## src/design/mbt_pkg.sv

```systemverilog
package mbt_pkg;

    localparam int FRAC_BITS_DEF = 28;
    localparam int COORD_W = 32;
    localparam int ITER_W = 16;
    localparam logic [ITER_W-1:0] ITER_LIMIT_RESET = 16'd8000;

    // Width of one multiplier digit; each lane multiplies a full operand by one digit per cycle.
    localparam int DIGIT_W = 16;

    typedef struct packed {
        logic load;
        logic update;
        logic mul_load;
        logic mul_step;
        logic finish;
        logic emit;
    } mbt_cmd_t;

    typedef struct packed {
        logic escaped;
        logic limit;
        logic mul_last;
        logic in_set;
    } mbt_status_t;

endpackage

```

## src/design/mbt_mul.sv

```systemverilog
module mbt_mul import mbt_pkg::*; #(
    parameter int OP_W = FRAC_BITS_DEF + 2,
    parameter int NUM_DIGITS = (FRAC_BITS_DEF + 2 + DIGIT_W - 1) / DIGIT_W
) (
    input  logic                               aclk,
    input  logic                               load,
    input  logic                               step,
    input  logic [OP_W-1:0]                    op_a,
    input  logic [OP_W-1:0]                    op_b,
    output logic [OP_W+NUM_DIGITS*DIGIT_W-1:0] prod
);

    localparam int BW = NUM_DIGITS * DIGIT_W;
    localparam int PW = OP_W + BW;
    localparam int PP_W = OP_W + DIGIT_W;

    logic [OP_W-1:0] a_reg;
    logic [BW-1:0]   b_reg;
    logic [PW-1:0]   acc_reg;
    logic [PP_W-1:0] partial;

    // Digits of b are taken from the top down, so the accumulator only ever shifts by a constant.
    assign partial = PP_W'(a_reg) * PP_W'(b_reg[BW-1 -: DIGIT_W]);

    always_ff @(posedge aclk) begin
        if (load) begin
            a_reg   <= op_a;
            b_reg   <= BW'(op_b);
            acc_reg <= '0;
        end else if (step) begin
            b_reg   <= b_reg << DIGIT_W;
            acc_reg <= (acc_reg << DIGIT_W) + PW'(partial);
        end
    end

    assign prod = acc_reg;

endmodule

```

## src/design/mbt_datapath.sv

```systemverilog
module mbt_datapath import mbt_pkg::*; #(
    parameter int FRAC_BITS = FRAC_BITS_DEF
) (
    input  logic                      aclk,
    input  mbt_cmd_t                  cmd,
    input  logic signed [COORD_W-1:0] c_real,
    input  logic signed [COORD_W-1:0] c_imag,
    input  logic [ITER_W-1:0]         iter_limit,
    output mbt_status_t               status
);

    localparam int VAL_W = ((FRAC_BITS + 3 > COORD_W - 1) ? FRAC_BITS + 3 : COORD_W - 1) + 2;
    localparam int OP_W = FRAC_BITS + 2;
    localparam int SQ_W = FRAC_BITS + 4;
    localparam int NUM_DIGITS = (OP_W + DIGIT_W - 1) / DIGIT_W;
    localparam int PW = OP_W + NUM_DIGITS * DIGIT_W;
    localparam int DCNT_W = (NUM_DIGITS > 1) ? $clog2(NUM_DIGITS) : 1;
    localparam int SQQ_W = PW - FRAC_BITS;
    localparam int XYQ_W = PW - FRAC_BITS + 1;
    localparam logic [SQ_W-1:0] CAP = {1'b1, {(SQ_W-1){1'b0}}};
    localparam logic [SQ_W:0] FOUR = {3'b001, {(FRAC_BITS+2){1'b0}}};

    logic signed [COORD_W-1:0] cr_reg, ci_reg;
    logic signed [VAL_W-1:0]   x_reg, y_reg;
    logic [SQ_W-1:0]           x2_reg, y2_reg, m_reg;
    logic                      neg_reg, xbig_reg, ybig_reg;
    logic [ITER_W-1:0]         count_reg;
    logic [DCNT_W-1:0]         dcnt_reg;

    logic [VAL_W-1:0]        mag_x, mag_y;
    logic signed [VAL_W-1:0] cross_s, cr_ext, ci_ext, x_new, y_new;
    logic [PW-1:0]           prod_xx, prod_yy, prod_xy;
    logic [SQQ_W-1:0]        xx_q, yy_q;
    logic [XYQ_W-1:0]        xy_q;
    logic [SQ_W-1:0]         x2_fin, y2_fin, m_fin;
    logic [SQ_W:0]           sq_sum;

    assign mag_x = x_reg[VAL_W-1] ? $unsigned(-x_reg) : $unsigned(x_reg);
    assign mag_y = y_reg[VAL_W-1] ? $unsigned(-y_reg) : $unsigned(y_reg);

    assign cr_ext = {{(VAL_W-COORD_W){cr_reg[COORD_W-1]}}, cr_reg};
    assign ci_ext = {{(VAL_W-COORD_W){ci_reg[COORD_W-1]}}, ci_reg};
    assign cross_s = neg_reg ? -$signed(VAL_W'(m_reg)) : $signed(VAL_W'(m_reg));
    assign y_new = cross_s + ci_ext;
    assign x_new = $signed(VAL_W'(x2_reg)) - $signed(VAL_W'(y2_reg)) + cr_ext;

    mbt_mul #(.OP_W(OP_W), .NUM_DIGITS(NUM_DIGITS)) u_mul_xx (
        .aclk(aclk), .load(cmd.mul_load), .step(cmd.mul_step),
        .op_a(mag_x[OP_W-1:0]), .op_b(mag_x[OP_W-1:0]), .prod(prod_xx)
    );

    mbt_mul #(.OP_W(OP_W), .NUM_DIGITS(NUM_DIGITS)) u_mul_yy (
        .aclk(aclk), .load(cmd.mul_load), .step(cmd.mul_step),
        .op_a(mag_y[OP_W-1:0]), .op_b(mag_y[OP_W-1:0]), .prod(prod_yy)
    );

    // The cross term is only used while the point has not escaped, and then both
    // magnitudes fit the operand width, so truncating them here is harmless.
    mbt_mul #(.OP_W(OP_W), .NUM_DIGITS(NUM_DIGITS)) u_mul_xy (
        .aclk(aclk), .load(cmd.mul_load), .step(cmd.mul_step),
        .op_a(mag_x[OP_W-1:0]), .op_b(mag_y[OP_W-1:0]), .prod(prod_xy)
    );

    assign xx_q = prod_xx[PW-1:FRAC_BITS];
    assign yy_q = prod_yy[PW-1:FRAC_BITS];
    assign xy_q = prod_xy[PW-1:FRAC_BITS-1];

    // An operand too wide for the lane squares to far more than the cap.
    assign x2_fin = (xbig_reg || xx_q > SQQ_W'(CAP)) ? CAP : xx_q[SQ_W-1:0];
    assign y2_fin = (ybig_reg || yy_q > SQQ_W'(CAP)) ? CAP : yy_q[SQ_W-1:0];
    assign m_fin  = (xy_q > XYQ_W'(CAP)) ? CAP : xy_q[SQ_W-1:0];

    always_ff @(posedge aclk) begin
        if (cmd.load) begin
            cr_reg    <= c_real;
            ci_reg    <= c_imag;
            x_reg     <= '0;
            y_reg     <= '0;
            x2_reg    <= '0;
            y2_reg    <= '0;
            m_reg     <= '0;
            neg_reg   <= 1'b0;
            count_reg <= '0;
        end
        if (cmd.update) begin
            x_reg     <= x_new;
            y_reg     <= y_new;
            count_reg <= count_reg + 1'b1;
        end
        if (cmd.mul_load) begin
            xbig_reg <= |mag_x[VAL_W-1:OP_W];
            ybig_reg <= |mag_y[VAL_W-1:OP_W];
            neg_reg  <= x_reg[VAL_W-1] ^ y_reg[VAL_W-1];
            dcnt_reg <= '0;
        end else if (cmd.mul_step) begin
            dcnt_reg <= dcnt_reg + 1'b1;
        end
        if (cmd.finish) begin
            x2_reg <= x2_fin;
            y2_reg <= y2_fin;
            m_reg  <= m_fin;
        end
    end

    assign sq_sum = (SQ_W+1)'(x2_reg) + (SQ_W+1)'(y2_reg);

    assign status.escaped  = sq_sum > FOUR;
    assign status.limit    = !(count_reg < iter_limit);
    assign status.in_set   = count_reg == iter_limit;
    assign status.mul_last = dcnt_reg == DCNT_W'(NUM_DIGITS - 1);

endmodule

```

## config.mk

```make
export PLATFORM = sky130hd
export DESIGN_NAME = mbt_datapath
export DESIGN_NICKNAME = d
export VERILOG_FILES = /design/src/design/mbt_pkg.sv /design/src/design/mbt_mul.sv /design/src/design/mbt_datapath.sv
export SDC_FILE = /design/constraint.sdc
export NUM_CORES = 2
export LEC_CHECK = 0
export ABC_AREA = 1
export BUFFER_PORTS_ARGS = -buffer_cell sky130_fd_sc_hd__buf_2
export CORE_MARGIN = 2
export CORE_UTILIZATION = 40
export DETAILED_ROUTE_END_ITERATION = 8
export PLACE_DENSITY = 0.64
export SETUP_SLACK_MARGIN = 0.1
export SYNTH_ARGS = -nofsm -noshare
export SYNTH_HDL_FRONTEND = slang
export SYNTH_SLANG_ARGS = --single-unit
```

## constraint.sdc

```tcl
create_clock -name aclk -period 5.94 [get_ports aclk]
set_input_delay 0.594 -clock aclk [delete_from_list [all_inputs] [get_ports aclk]]
set_output_delay 0.594 -clock aclk [all_outputs]
set_load 0.05 [all_outputs]
```

* Word-level counts from Yosys, hierarchy flattened
Index checks and enable logic that the tools add are counted.
Widths: inputs -> output; s select.
** Word-level totals
- Output and inout bits :: 4
- Input port bits :: 87
- Bits in registers :: 588
- Word-level logic and storage cells :: 77
** Operators by class
- Order comparisons :: 5
- Reductions and logical operators :: 9
- Bitwise operators :: 1
- Muxes and demuxes :: 23
- Equal/unequal tests :: 1
- Add/subtract/negate cells :: 12
- Multiply operators :: 3
** Operator list (number)
- $mux 32 :: 7
- $mux 33 :: 6
- $add 62x46->62 :: 3
- $mux 30 :: 6
- $mul 30x16->46 :: 3
- $gt 34x32->1 const B :: 2
- $add 33x32->33 :: 2
- $neg 33->33 :: 2
- $gt 35x32->1 const B :: 1
- $add 32x32->33 :: 1
- $gt 33x31->1 const B :: 1
- $neg 32->33 :: 1
- $sub 32x32->33 :: 1
- $mux 16 :: 2
- $add 16x1->16 const B :: 1
- $eq 16x16->1 :: 1
- $lt 16x16->1 :: 1
- $reduce_bool 2->1 :: 4
- $reduce_or 3->1 :: 2
- $logic_or 1x1->1 :: 2
- $mux 1 :: 2
- $add 1x1->1 const B :: 1
- $logic_not 1->1 :: 1
- $xor 1x1->1 :: 1

* Depth between registers and ports, before layout
- Depth in word-level cells :: 4
- Mapped depth :: 31
- Depth with buffers taken out :: 29

* By module
From an unflattened synthesis, not the netlist that was laid out.
** Unflattened totals
- Cells, all modules :: 12333
- Area, all modules :: 89942.5 µm²
** Modules (own cells, without submodules)
- mbt_mul at u_mul_xx :: seq. area each 3083.0 µm², instances 1, area each 23754.0 µm², cells each 3289
- mbt_mul at u_mul_yy :: seq. area each 3083.0 µm², instances 1, area each 23705.2 µm², cells each 3300
- mbt_mul at u_mul_xy :: seq. area each 3083.0 µm², instances 1, area each 23600.1 µm², cells each 3302
- mbt_datapath :: seq. area each 7377.1 µm², instances 1, area each 18883.1 µm², cells each 2442

* Least setup slack after synthesis
Ideal clock, no wire load.
- Path type :: register to register
- Start point :: register u_mul_yy.a_reg[29]
- End point :: register u_mul_yy.acc_reg[57] (netlist: u_mul_yy.prod[57])
- Cell stages (with the launch flop) :: 28
- Period minus slack after synthesis :: 5.645 ns
- Setup slack :: 0.295 ns
- Data required time :: 5.831 ns
- Arrival :: 5.536 ns
- Cell sequence :: edfxtp_1 > clkbuf_1 > clkbuf_1 > nand2_1 > fa_1 > inv_1 > fa_1 > inv_1 > fa_1 > inv_1 > fa_1 > fa_1 > inv_1 > fa_1 > inv_1 > ha_1 > a21oi_1 > o21ai_0 > a21oi_1 > nor2_1 > nor2_1 > nor2_1 > a21oi_1 > nand2_1 > nand2_1 > nand3_1 > nand2_1 > inv_1
** Between the ends
- Word-level cells in the longest chain between the ends :: 2
** RTL lines
- start, declared :: RTL line mbt_mul.sv:17 : logic [OP_W-1:0] a_reg;
- start signal, assigned :: RTL line mbt_mul.sv:27 : a_reg <= op_a;
- $mul 30x16->46 :: RTL line mbt_mul.sv:23 : assign partial = PP_W'(a_reg) * PP_W'(b_reg[BW-1 -: DIGIT_W]);
- $add 62x46->62 :: RTL line mbt_mul.sv:32 : acc_reg <= (acc_reg << DIGIT_W) + PW'(partial);
- end signal, assigned :: RTL line mbt_mul.sv:32
- end, declared :: RTL line mbt_mul.sv:19 : logic [PW-1:0] acc_reg;
Every way passes these cells.
A chain may end at the register's enable or synchronous reset.

* Worst setup path after layout
- Start point :: register u_mul_xx.b_reg[20]
- End point :: register u_mul_xx.acc_reg[57] (netlist: u_mul_xx.prod[57])
** Between the ends
- Word-level cells in the longest chain between the ends :: 2
** RTL lines
- start, declared :: RTL line mbt_mul.sv:18 : logic [BW-1:0] b_reg;
- start signal, assigned :: RTL line mbt_mul.sv:28 : b_reg <= BW'(op_b);
- start signal, assigned :: RTL line mbt_mul.sv:31 : b_reg <= b_reg << DIGIT_W;
- $mul 30x16->46 :: RTL line mbt_mul.sv:23
- $add 62x46->62 :: RTL line mbt_mul.sv:32
- end signal, assigned :: RTL line mbt_mul.sv:32
- end, declared :: RTL line mbt_mul.sv:19
Every way passes these cells.

==> summary.md <==
| Metric | Value |
|---|---|
| Max Cap Viol | `0` |
| R2R Setup Slk | `-160 ps` |
| Outcome | `finished, violations left` |
| Library cells used by synthesis | `67` |
| Global routing met1 resource utilization | `34.65%` |
| Post-Syn Instances | `11280` |
| Gpl congestion | `~1.0` |
| Fin Clk Skew | `about 33 ps` |
| Largest net degree at the start of global routing | `just under 90` |
| CTS tree | `done` |
| Detailed Route Iter0 Violations | `between 5000 and 6000` |
| Synthesized Nets | `roughly 13000` |
| Die width | `between 400 and 500 um` |
| Post-Syn Area | `between 0.08 and 0.09 mm2` |
| Hold Path Class | `input port to register` |
| Die Y | `464.2 um` |
| Vias after detailed routing | `between 70000 and 80000` |
| CP required | `~6500 ps` |
| Vias in the first global route | `approximately 73000` |
| Grt total ovfl | `0` |
| Antenna violations before repair | `6` |
| Relative slew slack | `approximately 31%` |
| Setup crit start kind | `register` |
| Critical path's most frequent cell | `inv_2` |
| Top cells by area, synth | `fa_1 (31%), inv_1 (14%), edfxtp_1 (13%)` |
| Total placed cells including tap cells | `14560` |
| PnR worst setup slack | `-158.8 ps` |
| Cts hold-fix bufs | `0` |
| CTS clk-pin slew, worst paths | `roughly 60 ps` |
| Post-synth top area cell | `fa_1` |
| YS warnings | `0` |
| Unrepaired setup endpoints after global routing | `yes` |
| First-pass GRT wire length | `416600 um` |
| CTS Buffer Depth | `3` |
| Clock sink count | `roughly 560` |
| Critical Path Fanout Max | `5` |
| CP arrival | `between 6000 and 7000 ps` |
| IO Pins | `91` |
| Slowest cell on crit path | `fa_2` |
| Fmax | `between 0.15 and 0.2 GHz` |
| TritonRoute pass-1 iters | `6` |
| Slew Viols, Final | `0` |
| Avg Inst Size Synth | `about 7.5 um2` |
| Crit-path max cell delay | `roughly 600 ps` |
| Later-pin clock latency in the skew report | `around 700 ps` |
| PortBufs | `89` |
| Seq/Total Area, Yosys | `around 17%` |
| Tcrit/Tclk final | `102.7%` |
| GRT busiest layer | `met2` |
| DRC | `0` |
| Root Buffer | `clkbuf_16` |
| Routed length per instance | `between 15 and 20 um` |
| Number of synthesized flops with an enable pin | `approximately 370` |
| Vias per inst | `~5.0` |
| Post-Route WL | `270600 um` |
| Crit. End Element | `register` |
| Met3 global-route usage | `between 3 and 4%` |
| Failing checks | `setup timing` |
| Prevailing post-synth register cell | `edfxtp_1` |
| Post-route ant nets | `0` |
| Most common library cells after synthesis | `inv_1 (3211), nand2_1 (2608), fa_1 (1294)` |
| Final net count | `~14000` |
| Yosys top cell area share | `a little under a third` |
| Met2 track demand over resource | `about two fifths` |
| Yosys reg bits | `roughly 560` |
| Area Overhead vs Synth | `21.29%` |
| Count leader, synth | `inv_1` |
| Min Tclk post-route | `6099 ps` |
| Ys async rst share | `0%` |
| Layout cells sized above 1 | `between 10% and 20%` |
| Final Setup Violations | `25` |
| Slew @ Worst Pin | `slightly above 1000 ps` |
| Crit path kind | `register to register` |
| H-tree depth | `3` |
| Non-Filler Instances | `~15000` |
| Core area | `roughly 0.21 mm2` |
| CTS buffer count | `roughly 70` |
| Die ar. | `between 0.2 and 0.25 mm2` |
| Final HPWL DP | `~220000 um` |
| GRT Overall Usage | `24.77%` |
| Final Hold Viols | `0` |
| Initial core utilization | `~40%` |
| Row Count | `around 170` |
kinds of logic (layout without fill, tap and decap cells):
kind of cell               after synthesis  count (layout)  share of synthesized area, %
buffers and inverters                 3628            4344                         16.09
adders and majority gates             1813            1813                         38.24
and+or+nand+nor                       3974            3974                         19.03
DFF                                    556             556                         17.45
other                                    0               1                             0
xor gates and xnor gates               149             149                         1.558
AOI/OAI and AO/OA                     1163            1163                         7.634
placed cells by master (no fill, tap or decap), types with 44 or more instances in the layout:
cell	n
inv_1	3125
nand2_1	2471
fa_1	1239
buf_4	688
nor2_1	613
ha_1	432
a21oi_1	397
edfxtp_1	365
o21ai_0	275
nand3_1	237
dfxtp_1	189
buf_12	130
nor2_2	113
a21oi_2	110
nand2_2	108
xor2_1	104
inv_2	91
nand4_1	90
buf_2	87
ha_4	82
clkbuf_16	80
o21ai_1	76
nor2_4	74
buf_6	68
nor3_1	58
nand3_2	55
fa_2	55
o21ai_2	54
nand2_4	44
area by class of cell:
class,instances,area [um2]
Fill cell,20270,107200
Multi-Input combinational cell,7099,60480
Sequential cell,556,14790
Inverter,3223,12110
Timing Repair Buffer,996,9478
Tap cell,2805,3510
Clock buffer,87,1867
Clock inverter,38,515.5
Antenna cell,1,2.502
worst paths after layout:
path | cells after the start | start | endpoint
max | 28 | u_mul_xx.b_reg[20]$_DFFE_PP_ | u_mul_xx.prod[57]$_SDFFE_PP0P_
min | 1 | c_real[8] | cr_reg[8]$_DFFE_PP_
max reg2reg | 28 | u_mul_xx.b_reg[20]$_DFFE_PP_ | u_mul_xx.prod[57]$_SDFFE_PP0P_
min reg2reg | 1 | u_mul_xx.b_reg[14]$_SDFFCE_PN0P_ | u_mul_xx.b_reg[30]$_SDFFE_PP0P_
worst max-delay path: cells and delay by family (launching register included):
kind / cells / cell delay [ps]
flip-flops: 1 / 450
adder cells (fa/ha/maj): 7 / 3400
AND/OR/NAND/NOR: 10 / 1160
buffers and inverters: 10 / 750
AO/OA/AOI/OAI: 1 / 190
metrics by stage:
step	setup WS, ps	hold slack [ps]	instance area, um2	utilization [%]	setup TNS [ps]
5_1_grt	-352.6	58.68	102800	48.93	-22950
2_1_floorplan	295.2	429.7	84720	-	0
3_3_place_gp	-259.9	440.9	94630	45.06	-9165
4_1_cts	-85.29	29.52	99330	47.30	-1197
3_5_place_dp	-248.0	448.2	94630	45.06	-11700
6_report	-158.8	74.48	102800	48.93	-1312
routing by layer:
metal	vias to the layer above	share of wire [%]
li1	34610	-
met1	35950	44
met2	2589	45
met3	442	7.7
met4	2	3.3
met5	-	0.0030
timing repair:
item | 4_1_cts | 5_1_grt
pin swaps | 80 | 289
gates cloned | 6 | 11
buffers inserted | 27 | 76
endpoints found under the setup margin | 139 | 146
gates resized for setup | 487 | 718
Power is left out: the tool's default activity adds up to more than one toggle a clock period on the data nets, which glitch-free logic cannot reach.
